--- src/design/lcg_pkg.sv ---
// shared types, widths and constants for the latitude cell geometry block
// no dependencies; used by the cordic cell, the divider cell, the ratio divider and the top level
`timescale 1ns / 1ps
`default_nettype none

package lcg_pkg;

    localparam int CORDIC_STEPS_DEF = 24;

    localparam int ROW_W    = 12;
    localparam int CFG_W    = 32;
    localparam int CFG_IDX_W = 2;
    localparam int SOUTH_W  = 32;
    localparam int STEP_W   = 28;
    localparam int LAT_W    = 42;
    localparam int RED_W    = 41;
    localparam int FOLD_W   = 32;
    localparam int ANG_W    = 33;
    localparam int XY_W     = 33;
    localparam int BASE_W   = 31;
    localparam int PROD_W   = 65;
    localparam int EDGE_W   = 32;
    localparam int EW_W     = 32;
    localparam int NS_W     = 29;
    localparam int EW_OUT_W = 30;
    localparam int AREA_W   = 42;
    localparam int APROD_W  = 62;
    localparam int RATIO_W  = 32;

    localparam int MOD_STAGES = 9;
    localparam int Q_BITS     = 33;
    localparam int DIV_LAT    = Q_BITS + 3;

    localparam int NUM0_W = NS_W + 17;
    localparam int DEN0_W = EW_W;
    localparam int NUM1_W = EDGE_W + 16;
    localparam int DEN1_W = NS_W + 1;

    localparam logic [CFG_IDX_W-1:0] CFG_SOUTH_EDGE = 2'd0;
    localparam logic [CFG_IDX_W-1:0] CFG_NS_STEP    = 2'd1;
    localparam logic [CFG_IDX_W-1:0] CFG_EW_STEP    = 2'd2;

    localparam logic signed [SOUTH_W-1:0] SOUTH_RESET = 32'sd0;
    localparam logic [STEP_W-1:0]         STEP_RESET  = 28'd139810;

    localparam logic [32:0] MPD_Q16 = 33'd7287270713;
    localparam logic [16:0] MPD_LO  = MPD_Q16[16:0];
    localparam logic [15:0] MPD_HI  = MPD_Q16[32:17];

    localparam logic [RED_W-1:0]  DEG_FULL      = 41'd6039797760;
    localparam logic [RED_W-1:0]  DEG_HALF      = 41'd3019898880;
    localparam logic [FOLD_W-1:0] DEG_HALF_F    = 32'd3019898880;
    localparam logic [FOLD_W-1:0] DEG_QUARTER_F = 32'd1509949440;

    localparam logic signed [XY_W-1:0] CORDIC_GAIN = 33'sd652032874;

    localparam logic [31:0] ATAN_DEG [32] = '{
        32'd754974720, 32'd445687602, 32'd235489088, 32'd119537938,
        32'd60000934,  32'd30029717,  32'd15018523,  32'd7509720,
        32'd3754917,   32'd1877466,   32'd938734,    32'd469367,
        32'd234683,    32'd117342,    32'd58671,     32'd29335,
        32'd14668,     32'd7334,      32'd3667,      32'd1833,
        32'd917,       32'd458,       32'd229,       32'd115,
        32'd57,        32'd29,        32'd14,        32'd7,
        32'd4,         32'd2,         32'd1,         32'd0
    };

    typedef struct packed {
        logic signed [XY_W-1:0]  x;
        logic signed [XY_W-1:0]  y;
        logic signed [ANG_W-1:0] z;
        logic                    neg;
    } t_lane;

    typedef struct packed {
        logic sgn;
        logic num_zero;
        logic den_zero;
        logic ovf;
    } t_div_ctl;

endpackage

`default_nettype wire

--- src/design/lcg_cordic_cell.sv ---
// one cordic rotation step for the south and north edge lanes
// depends on lcg_pkg for the lane type and the arctangent table
`timescale 1ns / 1ps
`default_nettype none

module lcg_cordic_cell #(
    parameter int STEP = 0
) (
    input  logic                    i_clk,
    input  logic                    i_en,
    input  lcg_pkg::t_lane [1:0]    i_lane,
    output lcg_pkg::t_lane [1:0]    o_lane
);
    import lcg_pkg::*;

    localparam logic signed [ANG_W-1:0] ATAN_Z = ANG_W'(ATAN_DEG[STEP]);

    t_lane [1:0] n_lane;
    t_lane [1:0] r_lane;

    always_comb begin
        for (int l = 0; l < 2; l++) begin
            n_lane[l] = i_lane[l];
            if (!i_lane[l].z[ANG_W-1]) begin
                n_lane[l].x = i_lane[l].x - (i_lane[l].y >>> STEP);
                n_lane[l].y = i_lane[l].y + (i_lane[l].x >>> STEP);
                n_lane[l].z = i_lane[l].z - ATAN_Z;
            end else begin
                n_lane[l].x = i_lane[l].x + (i_lane[l].y >>> STEP);
                n_lane[l].y = i_lane[l].y - (i_lane[l].x >>> STEP);
                n_lane[l].z = i_lane[l].z + ATAN_Z;
            end
        end
    end

    always_ff @(posedge i_clk) begin
        if (i_en) begin
            r_lane <= n_lane;
        end
    end

    assign o_lane = r_lane;

endmodule

`default_nettype wire

--- config.mk ---
export PLATFORM = sky130hd
export DESIGN_NAME = lcg_cordic_cell
export DESIGN_NICKNAME = d
export VERILOG_FILES = /design/src/design/lcg_pkg.sv /design/src/design/lcg_cordic_cell.sv
export SDC_FILE = /design/constraint.sdc
export NUM_CORES = 1
export LEC_CHECK = 0
export BUFFER_PORTS_ARGS = -buffer_cell sky130_fd_sc_hd__buf_2
export CAP_MARGIN = 10
export CORE_MARGIN = 1.5
export CORE_UTILIZATION = 50
export DETAILED_ROUTE_END_ITERATION = 7
export GPL_TIMING_DRIVEN = 0
export MAX_ROUTING_LAYER = met4
export PLACE_DENSITY = 0.78
export SYNTH_ARGS = -nofsm -noshare
export SYNTH_HDL_FRONTEND = slang
export SYNTH_SLANG_ARGS = --single-unit
--- constraint.sdc ---
create_clock -name i_clk -period 3.2 [get_ports i_clk]
set_input_delay 0.8 -clock i_clk [delete_from_list [all_inputs] [get_ports i_clk]]
set_output_delay 0.8 -clock i_clk [all_outputs]
set_load 0.1 [all_outputs]
* Yosys cells after proc, flatten, opt, wreduce, memory -nomap -nowiden
Index checks and enable logic that the tools add are counted.
Word-level totals: bits in registers 200, input port bits 202, output and inout bits 200
Operators by class: add/sub/neg operators 10, mux-type cells 2
Operator list (number):
- $mux 99 | 2
- $sub 33x33->33 | 4
- $add 33x31->33 const B | 2
- $add 33x33->33 | 2
- $sub 33x31->33 const B | 2

* Longest topological paths before layout
depth after elaboration 2, depth in mapped cells 13

* Worst setup path before layout
No wires, ideal clock.
kind in2reg, from in i_lane[152] (netlist name), to reg r_lane (netlist bit o_lane[197]) (data pin), arrival 2.937 ns, required time 2.929 ns, setup slack -0.008 ns, cell stages on the path 10, cells stage by stage inv_1 ha_1 or4_4 or3_1 nor4_2 a21o_2 a21boi_0 o2111ai_1 o311ai_1 xor2_1
RTL lines:
- from (decl) | RTL line lcg_cordic_cell.sv:11 | input lcg_pkg::t_lane [1:0] i_lane,
- to (signal assigned) | RTL line lcg_cordic_cell.sv:38 | r_lane <= n_lane;
- to (decl) | RTL line lcg_cordic_cell.sv:19 | t_lane [1:0] r_lane;

==> results.sh <==
export IMPL_p_leak_uw=0.00984
export IMPL_p_per_area_mw_per_mm2=545
export IMPL_netlist_top_cells_count="a21oi_1 (222), ha_1 (206), inv_1 (200), edfxtp_1 (198), nor2_1 (165)"
export IMPL_die_h_microns=191
export IMPL_cts_root_buf="clkbuf_16"
export IMPL_finalWorstSetupSlack_ns=-0.0163
export IMPL_synthMostInstantiatedCell="a21oi_1"
export IMPL_grt_remaining_overflow=0
export IMPL_drtPass1Iterations=5
export IMPL_drt_iter0_markers=1665
export IMPL_io_pins=402
export IMPL_period_share=1.01
export IMPL_syn_cell_area_sq_mm=0.0177
export IMPL_yosys_area_top_type="edfxtp_1"
export IMPL_fillers=3017
export IMPL_vias_per_cell=5.95
export IMPL_setup_viol_count_final=3
export IMPL_seq_area_frac_synth=0.336
export IMPL_synthFlopType="edfxtp_1"
export IMPL_syn_num_nets=2377
export IMPL_cts_buffers=17
export IMPL_grtUsageTotal=0.356
export IMPL_cp_data_arrival_time_ns=3.42
export IMPL_cts_buffer_depth=2
export IMPL_dp_hpwl_microns=50600
export IMPL_worst_pin_slew_ns=0.993
export IMPL_hold_class="input pin to flip-flop"
export IMPL_grt_pass1_wl_microns=95900
export IMPL_irDropWorstVdd_mv=0.519
export IMPL_status="complete, but fails checks"
export IMPL_ant_nets=0
export IMPL_synth_top_area_share=0.336
export IMPL_h_tree_depth=4
export IMPL_cp_max_fo=9
export IMPL_portBuffers=401
export IMPL_place_ws_ns=-1.06
export IMPL_drv_cap=0
export IMPL_crit_path_end_kind="flip-flop"
export IMPL_netlist_top_cells_area="edfxtp_1 (34%), ha_1 (15%), a21oi_1 (6.3%)"
export IMPL_maxSlewViolCount=0
export IMPL_synth_area_per_cell_sq_um=9.02
export IMPL_total_power_uw=12100
export IMPL_fin_crit_ns=3.22
export IMPL_syn2layout_area_growth_pct=25.7
export IMPL_drive_above_1_share=0.281
export IMPL_core_area_sq_mm=0.0347
export IMPL_fmax_mhz=311
export IMPL_nNetsFinal=2833
export IMPL_grt_max_degree=131
export IMPL_dieArea_sq_mm=0.0365
export IMPL_maxSlewHeadroom=0.338
export IMPL_cp_data_required_time_ns=3.40
export IMPL_cts_tree="done"
export IMPL_drcViolationCount=0
export IMPL_initial_utilization=0.510
export IMPL_path_clk_slew_ns=0.09
export IMPL_wl_per_cell_microns=22.5
export IMPL_largest_reg_flops=198
export IMPL_synthArstFlopShare=0
export IMPL_antenna_found_initial=3
export IMPL_gp_congestion=1.03
export IMPL_utilization=0.640
export IMPL_yosysWarnings=0
export IMPL_synthCells=1961
export IMPL_yosys_cell_types_count=99
export IMPL_num_vias=17200
export IMPL_rows=68
export IMPL_drt_total_wl_microns=64900
export IMPL_whs_ns=0.500
export IMPL_rsz0062_at_grt="true"
export IMPL_hold_viol=0
export IMPL_grt_pass1_vias=16600
export IMPL_synth_edf_count=198
export IMPL_cts_sinks=198
export IMPL_die_w_microns=191
export IMPL_crit_type="input pin to flip-flop"
export IMPL_ys_seq_elements=198
export IMPL_violations="negative setup slack"
export IMPL_startpoint_type="input pin"
==> per-stage QoR <==
step	instances	cell area [sq um]	setup TNS, ns
6_report	2888	22200	-0.0334
4_1_cts	2863	21300	0
3_5_place_dp	2818	20300	-45.68
3_3_place_gp	2817	20300	-267.12
2_1_floorplan	1961	17700	0
5_1_grt	2888	22200	-0.343
==> worst max-delay path: stages <==
cell and delay [ns]:
buf_2 0.13, inv_1 0.06, ha_1 0.28, clkbuf_4 0.20, or4_1 0.59, o22ai_4 0.32, a21oi_4 0.12, o31a_1 0.29
o21bai_4 0.21, a311oi_2 0.18, xor2_1 0.23
==> logic make-up after synthesis <==
family / count (synthesis) / share of synthesized area
buf+inv: 296 / 0.0666
xor+xnor: 138 / 0.0683
flops: 198 / 0.336
compound gates: 607 / 0.228
simple gates: 480 / 0.130
fa+ha+maj: 214 / 0.155
mux: 28 / 0.0158
==> layout make-up <==
class                   instances  area, sq um  share of cell area
well taps                     455          569              0.0256
inverters                     209          795              0.0357
multi-input cells            1467        11500               0.515
diodes                          3         7.51            0.000338
clock inverters                15          210             0.00946
flip-flops and latches        198         5950               0.267
clock buffers                  17          425              0.0191
plain buffers                  87          478              0.0215
repair buffers                437         2340               0.105
==> worst paths after layout <==
kind | startpoint | to | slack [ns] | cells after the start
setup / recovery | i_lane[146] | o_lane[198] | -0.02 | 11
hold / removal | i_lane[6] | o_lane[6] | 0.50 | 1
==> per-layer routing <==
| metal | GRT usage | vias up | wire, microns |
|---|---|---|---|
| li1 | - | 7901 | - |
| met1 | 0.458 | 8261 | 26800 |
| met2 | 0.564 | 866 | 30400 |
| met3 | 0.0571 | 144 | 5330 |
| met4 | 0.132 | 0 | 2400 |
| met5 | - | - | 0 |
==> power by group <==
group	switching, uW	total, uW	internal (uW)
combinational	4850	6300	1450
clock	1250	2350	1100
sequential	107	3460	3360
==> timing repair <==
action | 4_1_cts | 5_1_grt
hold buffers | 0 | 0
buffers inserted | 13 | 21
cloned | 0 | 1
endpoints found under the setup margin | 44 | 60
hold endpoints to repair | 0 | 0
gates resized for setup | 56 | 170
pin swaps | 18 | 54
==> cell usage in the layout, fill, tap and decap left out, drive strengths merged, types with 6 or more instances in the layout <==
master / netlist / layout
o31ai: 21 / 21
o21a: 11 / 11
a21oi: 225 / 225
a31oi: 17 / 17
o21ai: 115 / 115
nand2b: 22 / 22
clkinv: 3 / 6
o211ai: 15 / 15
ha: 206 / 206
clkbuf: 41 / 69
nand4: 16 / 16
buf: 46 / 472
xor2: 27 / 27
a22oi: 6 / 6
edfxtp: 198 / 198
nand2: 110 / 110
nor2: 165 / 165
xnor2: 111 / 111
mux2i: 28 / 28
fa: 8 / 8
a21o: 43 / 43
a311oi: 9 / 9
a211oi: 16 / 16
nand3b: 6 / 6
nor2b: 29 / 29
or4: 7 / 7
nor4: 8 / 8
or3: 15 / 15
o311ai: 8 / 8
and2: 14 / 14
a221oi: 9 / 9
and3: 11 / 11
o31a: 7 / 7
nand3: 32 / 32
a2111oi: 11 / 11
o21bai: 32 / 32
nor3: 33 / 33
a211o: 6 / 6
o22ai: 10 / 10
inv: 206 / 215
Power figures use the tool's default switching activity.
