<file path="src/design/lcg_pkg.sv">
// shared types, widths and constants for the latitude cell geometry block
// no dependencies; used by the cordic cell, the divider cell, the ratio divider and the top level
`timescale 1ns / 1ps
`default_nettype none

package lcg_pkg;

    localparam int CORDIC_STEPS_DEF = 24;

    localparam int ROW_W    = 12;
    localparam int CFG_W    = 32;
    localparam int CFG_IDX_W = 2;
    localparam int SOUTH_W  = 32;
    localparam int STEP_W   = 28;
    localparam int LAT_W    = 42;
    localparam int RED_W    = 41;
    localparam int FOLD_W   = 32;
    localparam int ANG_W    = 33;
    localparam int XY_W     = 33;
    localparam int BASE_W   = 31;
    localparam int PROD_W   = 65;
    localparam int EDGE_W   = 32;
    localparam int EW_W     = 32;
    localparam int NS_W     = 29;
    localparam int EW_OUT_W = 30;
    localparam int AREA_W   = 42;
    localparam int APROD_W  = 62;
    localparam int RATIO_W  = 32;

    localparam int MOD_STAGES = 9;
    localparam int Q_BITS     = 33;
    localparam int DIV_LAT    = Q_BITS + 3;

    localparam int NUM0_W = NS_W + 17;
    localparam int DEN0_W = EW_W;
    localparam int NUM1_W = EDGE_W + 16;
    localparam int DEN1_W = NS_W + 1;

    localparam logic [CFG_IDX_W-1:0] CFG_SOUTH_EDGE = 2'd0;
    localparam logic [CFG_IDX_W-1:0] CFG_NS_STEP    = 2'd1;
    localparam logic [CFG_IDX_W-1:0] CFG_EW_STEP    = 2'd2;

    localparam logic signed [SOUTH_W-1:0] SOUTH_RESET = 32'sd0;
    localparam logic [STEP_W-1:0]         STEP_RESET  = 28'd139810;

    localparam logic [32:0] MPD_Q16 = 33'd7287270713;
    localparam logic [16:0] MPD_LO  = MPD_Q16[16:0];
    localparam logic [15:0] MPD_HI  = MPD_Q16[32:17];

    localparam logic [RED_W-1:0]  DEG_FULL      = 41'd6039797760;
    localparam logic [RED_W-1:0]  DEG_HALF      = 41'd3019898880;
    localparam logic [FOLD_W-1:0] DEG_HALF_F    = 32'd3019898880;
    localparam logic [FOLD_W-1:0] DEG_QUARTER_F = 32'd1509949440;

    localparam logic signed [XY_W-1:0] CORDIC_GAIN = 33'sd652032874;

    localparam logic [31:0] ATAN_DEG [32] = '{
        32'd754974720, 32'd445687602, 32'd235489088, 32'd119537938,
        32'd60000934,  32'd30029717,  32'd15018523,  32'd7509720,
        32'd3754917,   32'd1877466,   32'd938734,    32'd469367,
        32'd234683,    32'd117342,    32'd58671,     32'd29335,
        32'd14668,     32'd7334,      32'd3667,      32'd1833,
        32'd917,       32'd458,       32'd229,       32'd115,
        32'd57,        32'd29,        32'd14,        32'd7,
        32'd4,         32'd2,         32'd1,         32'd0
    };

    typedef struct packed {
        logic signed [XY_W-1:0]  x;
        logic signed [XY_W-1:0]  y;
        logic signed [ANG_W-1:0] z;
        logic                    neg;
    } t_lane;

    typedef struct packed {
        logic sgn;
        logic num_zero;
        logic den_zero;
        logic ovf;
    } t_div_ctl;

endpackage

`default_nettype wire

</file>
<file path="src/design/lcg_div_cell.sv">
// one restoring division step producing quotient bit K
// depends on lcg_pkg for the divider control type
`timescale 1ns / 1ps
`default_nettype none

module lcg_div_cell #(
    parameter int NUM_W = lcg_pkg::NUM0_W,
    parameter int DEN_W = lcg_pkg::DEN0_W,
    parameter int K     = 0
) (
    input  logic                        i_clk,
    input  logic                        i_en,
    input  logic [NUM_W-1:0]            i_rem,
    input  logic [DEN_W-1:0]            i_den,
    input  logic [lcg_pkg::Q_BITS-1:0]  i_quo,
    input  lcg_pkg::t_div_ctl           i_ctl,
    output logic [NUM_W-1:0]            o_rem,
    output logic [DEN_W-1:0]            o_den,
    output logic [lcg_pkg::Q_BITS-1:0]  o_quo,
    output lcg_pkg::t_div_ctl           o_ctl
);
    import lcg_pkg::*;

    localparam int CW = DEN_W + Q_BITS;

    logic [CW-1:0]     rem_ext;
    logic [CW-1:0]     den_sh;
    logic [CW-1:0]     diff;
    logic              ge;
    logic [NUM_W-1:0]  n_rem;
    logic [Q_BITS-1:0] n_quo;

    logic [NUM_W-1:0]  r_rem;
    logic [DEN_W-1:0]  r_den;
    logic [Q_BITS-1:0] r_quo;
    t_div_ctl          r_ctl;

    always_comb begin
        rem_ext = CW'(i_rem);
        den_sh  = CW'(i_den) << K;
        diff    = rem_ext - den_sh;
        ge      = rem_ext >= den_sh;
        n_rem   = ge ? diff[NUM_W-1:0] : i_rem;
        n_quo   = i_quo;
        n_quo[K] = ge;
    end

    always_ff @(posedge i_clk) begin
        if (i_en) begin
            r_rem <= n_rem;
            r_den <= i_den;
            r_quo <= n_quo;
            r_ctl <= i_ctl;
        end
    end

    assign o_rem = r_rem;
    assign o_den = r_den;
    assign o_quo = r_quo;
    assign o_ctl = r_ctl;

endmodule

`default_nettype wire

</file>
<file path="src/design/lcg_ratio_div.sv">
// pipelined signed q16.16 ratio divider with saturation, one word per cycle while i_en is high
// depends on lcg_pkg and lcg_div_cell
`timescale 1ns / 1ps
`default_nettype none

module lcg_ratio_div #(
    parameter int NUM_W = lcg_pkg::NUM0_W,
    parameter int DEN_W = lcg_pkg::DEN0_W
) (
    input  logic                                i_clk,
    input  logic                                i_en,
    input  logic signed [NUM_W-1:0]             i_num,
    input  logic signed [DEN_W-1:0]             i_den,
    output logic signed [lcg_pkg::RATIO_W-1:0]  o_quo
);
    import lcg_pkg::*;

    localparam int CW = DEN_W + Q_BITS;
    localparam logic [Q_BITS-1:0]  Q_POS_MAX = 33'h0_7FFF_FFFF;
    localparam logic [Q_BITS-1:0]  Q_NEG_MAX = 33'h0_8000_0000;
    localparam logic [RATIO_W-1:0] SAT_POS   = 32'h7FFF_FFFF;
    localparam logic [RATIO_W-1:0] SAT_NEG   = 32'h8000_0000;

    logic [NUM_W-1:0]  n_rem0;
    logic [DEN_W-1:0]  n_den0;
    t_div_ctl          n_ctl0;
    logic [NUM_W-1:0]  r_rem0;
    logic [DEN_W-1:0]  r_den0;
    t_div_ctl          r_ctl0;

    t_div_ctl          n_ctl1;
    logic [NUM_W-1:0]  r_rem1;
    logic [DEN_W-1:0]  r_den1;
    t_div_ctl          r_ctl1;

    logic [NUM_W-1:0]  rem_w [Q_BITS+1];
    logic [DEN_W-1:0]  den_w [Q_BITS+1];
    logic [Q_BITS-1:0] quo_w [Q_BITS+1];
    t_div_ctl          ctl_w [Q_BITS+1];

    logic [Q_BITS-1:0]  q_fin;
    logic [Q_BITS-1:0]  q_neg;
    t_div_ctl           c_fin;
    logic [RATIO_W-1:0] n_quo;
    logic [RATIO_W-1:0] r_quo;

    always_comb begin
        n_rem0 = i_num[NUM_W-1] ? NUM_W'(-i_num) : NUM_W'(i_num);
        n_den0 = i_den[DEN_W-1] ? DEN_W'(-i_den) : DEN_W'(i_den);
        n_ctl0.sgn      = i_num[NUM_W-1] ^ i_den[DEN_W-1];
        n_ctl0.num_zero = (i_num == '0);
        n_ctl0.den_zero = (i_den == '0);
        n_ctl0.ovf      = 1'b0;
    end

    always_comb begin
        n_ctl1     = r_ctl0;
        n_ctl1.ovf = CW'(r_rem0) >= (CW'(r_den0) << Q_BITS);
    end

    always_ff @(posedge i_clk) begin
        if (i_en) begin
            r_rem0 <= n_rem0;
            r_den0 <= n_den0;
            r_ctl0 <= n_ctl0;
            r_rem1 <= r_rem0;
            r_den1 <= r_den0;
            r_ctl1 <= n_ctl1;
        end
    end

    assign rem_w[0] = r_rem1;
    assign den_w[0] = r_den1;
    assign quo_w[0] = '0;
    assign ctl_w[0] = r_ctl1;

    for (genvar g = 0; g < Q_BITS; g++) begin : g_step
        lcg_div_cell #(
            .NUM_W (NUM_W),
            .DEN_W (DEN_W),
            .K     (Q_BITS - 1 - g)
        ) u_cell (
            .i_clk (i_clk),
            .i_en  (i_en),
            .i_rem (rem_w[g]),
            .i_den (den_w[g]),
            .i_quo (quo_w[g]),
            .i_ctl (ctl_w[g]),
            .o_rem (rem_w[g+1]),
            .o_den (den_w[g+1]),
            .o_quo (quo_w[g+1]),
            .o_ctl (ctl_w[g+1])
        );
    end

    always_comb begin
        q_fin = quo_w[Q_BITS];
        c_fin = ctl_w[Q_BITS];
        q_neg = Q_BITS'(0) - q_fin;
        if (c_fin.num_zero) begin
            n_quo = '0;
        end else if (!c_fin.sgn) begin
            n_quo = (c_fin.ovf || q_fin > Q_POS_MAX) ? SAT_POS : q_fin[RATIO_W-1:0];
        end else begin
            n_quo = (c_fin.ovf || q_fin > Q_NEG_MAX) ? SAT_NEG : q_neg[RATIO_W-1:0];
        end
    end

    always_ff @(posedge i_clk) begin
        if (i_en) begin
            r_quo <= n_quo;
        end
    end

    assign o_quo = r_quo;

endmodule

`default_nettype wire

</file>
<file path="config.mk">
export PLATFORM = sky130hd
export DESIGN_NAME = lcg_ratio_div
export DESIGN_NICKNAME = d
export VERILOG_FILES = /design/src/design/lcg_pkg.sv /design/src/design/lcg_div_cell.sv /design/src/design/lcg_ratio_div.sv
export SDC_FILE = /design/constraint.sdc
export NUM_CORES = 2
export LEC_CHECK = 0
export BUFFER_PORTS_ARGS = -buffer_cell sky130_fd_sc_hd__buf_2
export CAP_MARGIN = 10
export CORE_MARGIN = 3
export CORE_UTILIZATION = 64
export DETAILED_ROUTE_END_ITERATION = 8
export GPL_TIMING_DRIVEN = 0
export PLACE_DENSITY = 0.91
export SETUP_SLACK_MARGIN = 0.2
export SKIP_CTS_REPAIR_TIMING = 1
export SYNTH_ARGS = -nofsm -noshare
export SYNTH_HDL_FRONTEND = slang
export SYNTH_SLANG_ARGS = --single-unit
</file>
<file path="constraint.sdc">
create_clock -name i_clk -period 5.1 [get_ports i_clk]
set_input_delay 1.275 -clock i_clk [delete_from_list [all_inputs] [get_ports i_clk]]
set_output_delay 1.275 -clock i_clk [all_outputs]
set_load 0.02 [all_outputs]
</file>
== After elaboration in Yosys (flattened, before gate mapping) ==
Index checks and enable logic that the tools add are counted.
W data, S select, Z words.

* Add/sub/neg operators: 35
* Bitwise logic cells: 1
* Order comparisons: 36
* Reductions and logical operators: 3
* Mux-type cells: 37

{| class="wikitable"
|+ Operator list
! cell !! number
|-
| $mux W46 || 32
|-
| $sub A46 B46 Y46 || 19
|-
| $mux W32 || 3
|-
| $ge A46 B65 Y1 || 1
|-
| $ge A46 B64 Y1 || 1
|-
| $ge A46 B63 Y1 || 1
|-
| $ge A46 B62 Y1 || 1
|-
| $ge A46 B61 Y1 || 1
|-
| $ge A46 B60 Y1 || 1
|-
| $ge A46 B59 Y1 || 1
|-
| $ge A46 B58 Y1 || 1
|-
| $ge A46 B57 Y1 || 1
|-
| $ge A46 B56 Y1 || 1
|-
| $ge A46 B55 Y1 || 1
|-
| $ge A46 B54 Y1 || 1
|-
| $ge A46 B53 Y1 || 1
|-
| $ge A46 B52 Y1 || 1
|-
| $ge A46 B51 Y1 || 1
|-
| $ge A46 B50 Y1 || 1
|-
| $ge A46 B49 Y1 || 1
|-
| $ge A46 B48 Y1 || 1
|-
| $ge A46 B47 Y1 || 1
|-
| $ge A46 B32 Y1 || 1
|-
| $ge A46 B33 Y1 || 1
|-
| 36 further kinds || 37
|}

* Logic and storage cells: 320
* Output and inout bits: 32
* Flip-flop bits (word level): 3,349
* Input bits: 80

== Logic depth before layout (Yosys ltp) ==
* Word-level depth: 4
* Gate-level depth with buffers: 17
* Mapped depth without buffers: 15

== Modules after synthesis ==
From an unflattened synthesis, not the netlist that was laid out.

* Cell total of the unflattened synthesis: 14,696
* Area, all modules: 191,683.8 um^2

{| class="wikitable"
|+ By module, submodules not included
! module !! area each (um^2) !! instances !! seq. area each (um^2) !! cells each
|-
| lcg_ratio_div || 9,146.3 || 1 || 5,855.6 || 687
|-
| lcg_div_cell at g_step[30].u_cell || 6,206.0 || 1 || 3,453.3 || 553
|-
| lcg_div_cell at g_step[31].u_cell || 6,127.1 || 1 || 3,453.3 || 542
|-
| lcg_div_cell at g_step[28].u_cell || 6,123.4 || 1 || 3,453.3 || 545
|-
| lcg_div_cell at g_step[27].u_cell || 6,105.9 || 1 || 3,453.3 || 525
|-
| lcg_div_cell at g_step[26].u_cell || 6,070.8 || 1 || 3,453.3 || 518
|-
| lcg_div_cell at g_step[32].u_cell || 6,070.8 || 1 || 3,453.3 || 533
|-
| lcg_div_cell at g_step[24].u_cell || 6,008.3 || 1 || 3,453.3 || 516
|-
| lcg_div_cell at g_step[25].u_cell || 6,000.8 || 1 || 3,453.3 || 504
|-
| lcg_div_cell at g_step[29].u_cell || 5,979.5 || 1 || 3,453.3 || 519
|-
| lcg_div_cell at g_step[19].u_cell || 5,945.7 || 1 || 3,453.3 || 451
|-
| lcg_div_cell at g_step[22].u_cell || 5,853.1 || 1 || 3,453.3 || 486
|-
| lcg_div_cell at g_step[18].u_cell || 5,844.4 || 1 || 3,453.3 || 439
|-
| lcg_div_cell at g_step[20].u_cell || 5,790.6 || 1 || 3,453.3 || 484
|-
| +20 rows || - || - || - || -
|}

== Worst setup path before layout ==
OpenSTA, ideal clock, no wires.

* Kind: input to register
* Start: in i_num[13]
* End: reg r_rem0[39], data pin
* Setup slack: 1.071 ns
* Library setup time: 0.263 ns
* Stages on the path: 8
* Arrival: 3.767 ns
* Required time: 4.837 ns
* Cells stage by stage: or4_4 nor3b_4 nand3_2 or4_1 or4_4 or3_4 o41ai_2 xnor2_1

* Word-level cells in the longest chain between the ends: 2

{| class="wikitable"
|+ RTL lines
! item !! RTL line !! text
|-
| from (decl) || lcg_ratio_div.sv:12 || <nowiki>input logic signed [NUM_W-1:0] i_num,</nowiki>
|-
| $neg A46 Y46 || lcg_ratio_div.sv:48 || <nowiki>n_rem0 = i_num[NUM_W-1] ? NUM_W'(-i_num) : NUM_W'(i_num);</nowiki>
|-
| $mux W45 || lcg_ratio_div.sv:48 ||
|-
| net n_rem0[39] || lcg_ratio_div.sv:24 || <nowiki>logic [NUM_W-1:0] n_rem0;</nowiki>
|-
| to (signal assigned) || lcg_ratio_div.sv:63 || <nowiki>r_rem0 <= n_rem0;</nowiki>
|-
| to (decl) || lcg_ratio_div.sv:27 || <nowiki>logic [NUM_W-1:0] r_rem0;</nowiki>
|}

The timed path passes the listed nets, and every way through them passes these cells.
A chain may end at the register's enable or synchronous reset.

== Worst setup path after layout ==
* Start: reg g_step[18].u_cell.r_den[2]
* End: reg g_step[19].u_cell.r_rem[14], data pin

* Word-level cells in the longest chain between the ends: 2

{| class="wikitable"
|+ RTL lines
! item !! RTL line !! text
|-
| from (decl) || lcg_div_cell.sv:34 || <nowiki>logic [DEN_W-1:0] r_den;</nowiki>
|-
| from (signal assigned) || lcg_div_cell.sv:51 || <nowiki>r_den <= i_den;</nowiki>
|-
| $ge A46 B45 Y1 || lcg_div_cell.sv:42 || <nowiki>ge = rem_ext >= den_sh;</nowiki>
|-
| $mux W46 || lcg_div_cell.sv:43 || <nowiki>n_rem = ge ? diff[NUM_W-1:0] : i_rem;</nowiki>
|-
| net g_step[19].u_cell.n_rem[14] || lcg_div_cell.sv:30 || <nowiki>logic [NUM_W-1:0] n_rem;</nowiki>
|-
| to (signal assigned) || lcg_div_cell.sv:50 || <nowiki>r_rem <= n_rem;</nowiki>
|-
| to (decl) || lcg_div_cell.sv:33 || <nowiki>logic [NUM_W-1:0] r_rem;</nowiki>
|}

The timed path passes the listed nets, and every way through them passes these cells.

==> results.cfg <==
[cts]
cts_tree = built
cts_max_level = 5
clock_latency_ns = 1.01
numCtsBuffers = 347
cts_sinks = 3349
cts_root_buf = clkbuf_16
clk_pin_slew_ns = 0.07
clockBufferDepth = 4

[setup_path]
crit_fanout = 10
setup.worst_path.start_class = register
cp.required_ns = 5.71
crit_arrival_ns = 5.58
path_class = register to register
crit_path_end_kind = register

[flow_run]
max_cap_violations = 0

[timing]
worst_pin_slew_ns = 1.43
setup_tns_ns = 0
hold_viol = 0
period_share = 0.974
rsz0062_at_grt = false
clock_skew_ns = 0.102
maxSlewViolCount = 0
fin_crit_ns = 4.97
fmax_ghz = 0.201
finalSetupViolCount = 0
relSlewSlack = 0.0384

[logic_synthesis]
synth.area.top_cells = edfxtp_1, ha_1, xnor2_1
synth-compound-area-share = 0.115
synth_top_family_by_area = compound AO/OA/AOI/OAI gates
synthTopCellsByCount = edfxtp_1, inv_1, nand2_1
synthMuxAreaShare = 0.0201
synth_simple_gate_area_frac = 0.0902
yosys.area_share.xor_xnor = 0.0467
avgSynthCellArea_um2 = 12.7
netlist_area_mm2 = 0.162
yosysMostFrequentCell = edfxtp_1
netlist_instances = 12698
ys_ff_latch = 3349
synth-async-reset-ratio = 0
synth.top_cell.area_share = 0.622
yosysSeqAreaShare = 0.622
synth_top_flop_cell = edfxtp_1
synth_largest_area_cell = edfxtp_1
synth_cell_types = 96
synthAdderAreaFrac = 0.0738
yosysWarnings = 0
synth_edf_count = 3349
synth_nets = 13712

[global_routing]
grt_max_degree = 194
grt_usage = 0.294
grt_pass1_vias = 103510
grt_pass1_wl_mm = 585
antenna_found_initial = 23
grt-ovfl-total = 0

[route]
initialDrtViolationCount = 11530
drtPass1Iterations = 7
drcViolationCount = 0
wl_per_cell_um = 23.0
drt-total-wl_mm = 387
viasPerCell = 6.23
routed-via-count = 104606
ant_nets = 0

[status]
status = finished clean

[floorplan]
fp.dieH_um = 509
start_util = 0.647
io_pins = 112
rows = 183
coreArea_mm2 = 0.250
die_w_um = 509
dieArea_mm2 = 0.259

[power_and_ir_drop]
ir_worst_vdd_mv = 0.419
fin_total_pwr_w = 0.0830
p_per_area_mw_per_mm2 = 467
leakage_nw = 69.2

[final_layout]
drive_gt1_frac = 0.0764
fin_area_mm2 = 0.178
syn2layout_area_growth_pct = 10.0
final_net_count = 14196

[place]
dp_hpwl_mm = 276
placed_cell_area_mm2 = 0.167
io_buffers = 110
gp_congestion = 0.975

[min_path]
min_path_type = register to register
## path summary, 6_finish.rpt
kind | startpoint | endpoint | slack (ns) | depth (start not counted)
setup / recovery | g_step[18].u_cell.o_den[2]$_DFFE_PP_ | g_step[19].u_cell.o_rem[14]$_DFFE_PP_ | 0.13 | 12
setup reg to reg | g_step[18].u_cell.o_den[2]$_DFFE_PP_ | g_step[19].u_cell.o_rem[14]$_DFFE_PP_ | 0.13 | 12
hold reg to reg | g_step[4].u_cell.o_quo[30]$_DFFE_PP_ | g_step[5].u_cell.o_quo[30]$_DFFE_PP_ | 0.36 | 0
hold / removal | g_step[4].u_cell.o_quo[30]$_DFFE_PP_ | g_step[5].u_cell.o_quo[30]$_DFFE_PP_ | 0.36 | 0
## power breakdown
group          switching, W  leakage [nW]  internal [W]
combinational        0.0127          31.3       0.00880
sequential          0.00235          32.7        0.0351
clock                0.0104          5.17        0.0138
total                0.0254          69.2        0.0576
## stage by stage
| stage | setup slack (ns) | hold slack [ns] | cells | utilization |
|---|---|---|---|---|
| 2_1_floorplan | 1.07 | 0.400 | 12698 | - |
| 3_3_place_gp | -47.32 | 0.400 | 16138 | 0.666 |
| 3_5_place_dp | -0.818 | 0.405 | 16159 | 0.668 |
| 4_1_cts | -0.277 | 0.357 | 16766 | 0.711 |
| 5_1_grt | 0.196 | 0.375 | 16787 | 0.712 |
| 6_report | 0.132 | 0.360 | 16792 | 0.712 |
## state kept, by name, indices dropped and copies added (netlist names)
signal               count
ctl_w                    3
r_rem1                  46
r_rem0                  46
g_step.u_cell.o_quo    561
n_ctl1                   2
g_step.u_cell.o_ctl     99
g_step.u_cell.o_rem   1472
r_den1                  32
r_den0                  32
g_step.u_cell.o_den   1024
o_quo                   32
## per-layer routing
layer  global-route usage  share of wire  vias to the layer above
li1                     -              -                    48382
met1                0.331           0.35                    49826
met5                    0        0.00016                        -
met3               0.0490          0.070                     1362
met2                0.517           0.50                     5026
met4                0.189          0.074                       10
## layout by cell type (no fill, tap or decap), types with 40 or more instances in the layout
master / count
clkbuf_1: 231
o31ai_1: 80
xnor2_1: 520
nand2_1: 966
edfxtp_1: 3349
mux2_2: 237
o211ai_1: 46
nor4_1: 200
clkinv_2: 43
a21oi_1: 770
nor2b_1: 153
a31oi_1: 94
nand3_1: 183
inv_1: 1142
ha_1: 902
clkinv_1: 82
or4_1: 55
buf_2: 141
a211oi_1: 62
nor3_1: 186
o21bai_1: 100
clkbuf_16: 353
and3_1: 79
o21a_1: 111
or2_2: 47
nor2_1: 520
a21boi_0: 40
nand2b_1: 146
or3_1: 50
xor2_1: 341
nand4_1: 144
a21o_1: 472
o21ai_0: 864
## final cells by class
| class | count | area [um^2] |
|---|---|---|
| Inverter | 1142 | 4290 |
| Multi-Input combinational cell | 7971 | 56000 |
| Clock inverter | 192 | 1640 |
| Buffer | 236 | 977 |
| Timing Repair Buffer | 135 | 1170 |
| Antenna cell | 22 | 55.1 |
| Sequential cell | 3349 | 101000 |
| Fill cell | 15793 | 72000 |
| Tap cell | 3330 | 4170 |
| Clock buffer | 415 | 9020 |
## cell families (layout without fill, tap and decap cells)
kind of cell / count (synthesis) / after routing
AO/OA/AOI/OAI: 2967 / 2967
adder cells (fa/ha/maj): 934 / 934
AND/OR/NAND/NOR: 2922 / 2922
other: 0 / 22
XOR/XNOR: 861 / 861
flip-flops: 3349 / 3349
buffers and inverters: 1378 / 2120
multiplexers: 287 / 287
## worst max-delay path: stages, from the launching register on
cell      delay [ns]
edfxtp_1        0.50
inv_1           0.09
ha_1            0.38
o21ai_0         0.24
a21boi_0        0.38
o31ai_1         0.17
a21oi_1         0.56
a211oi_1        0.23
o21a_1          0.30
o21ai_1         0.32
a41oi_4         0.30
clkbuf_2        0.35
o21ai_0         0.81
Note: power is estimated with default switching activity, not from simulation.
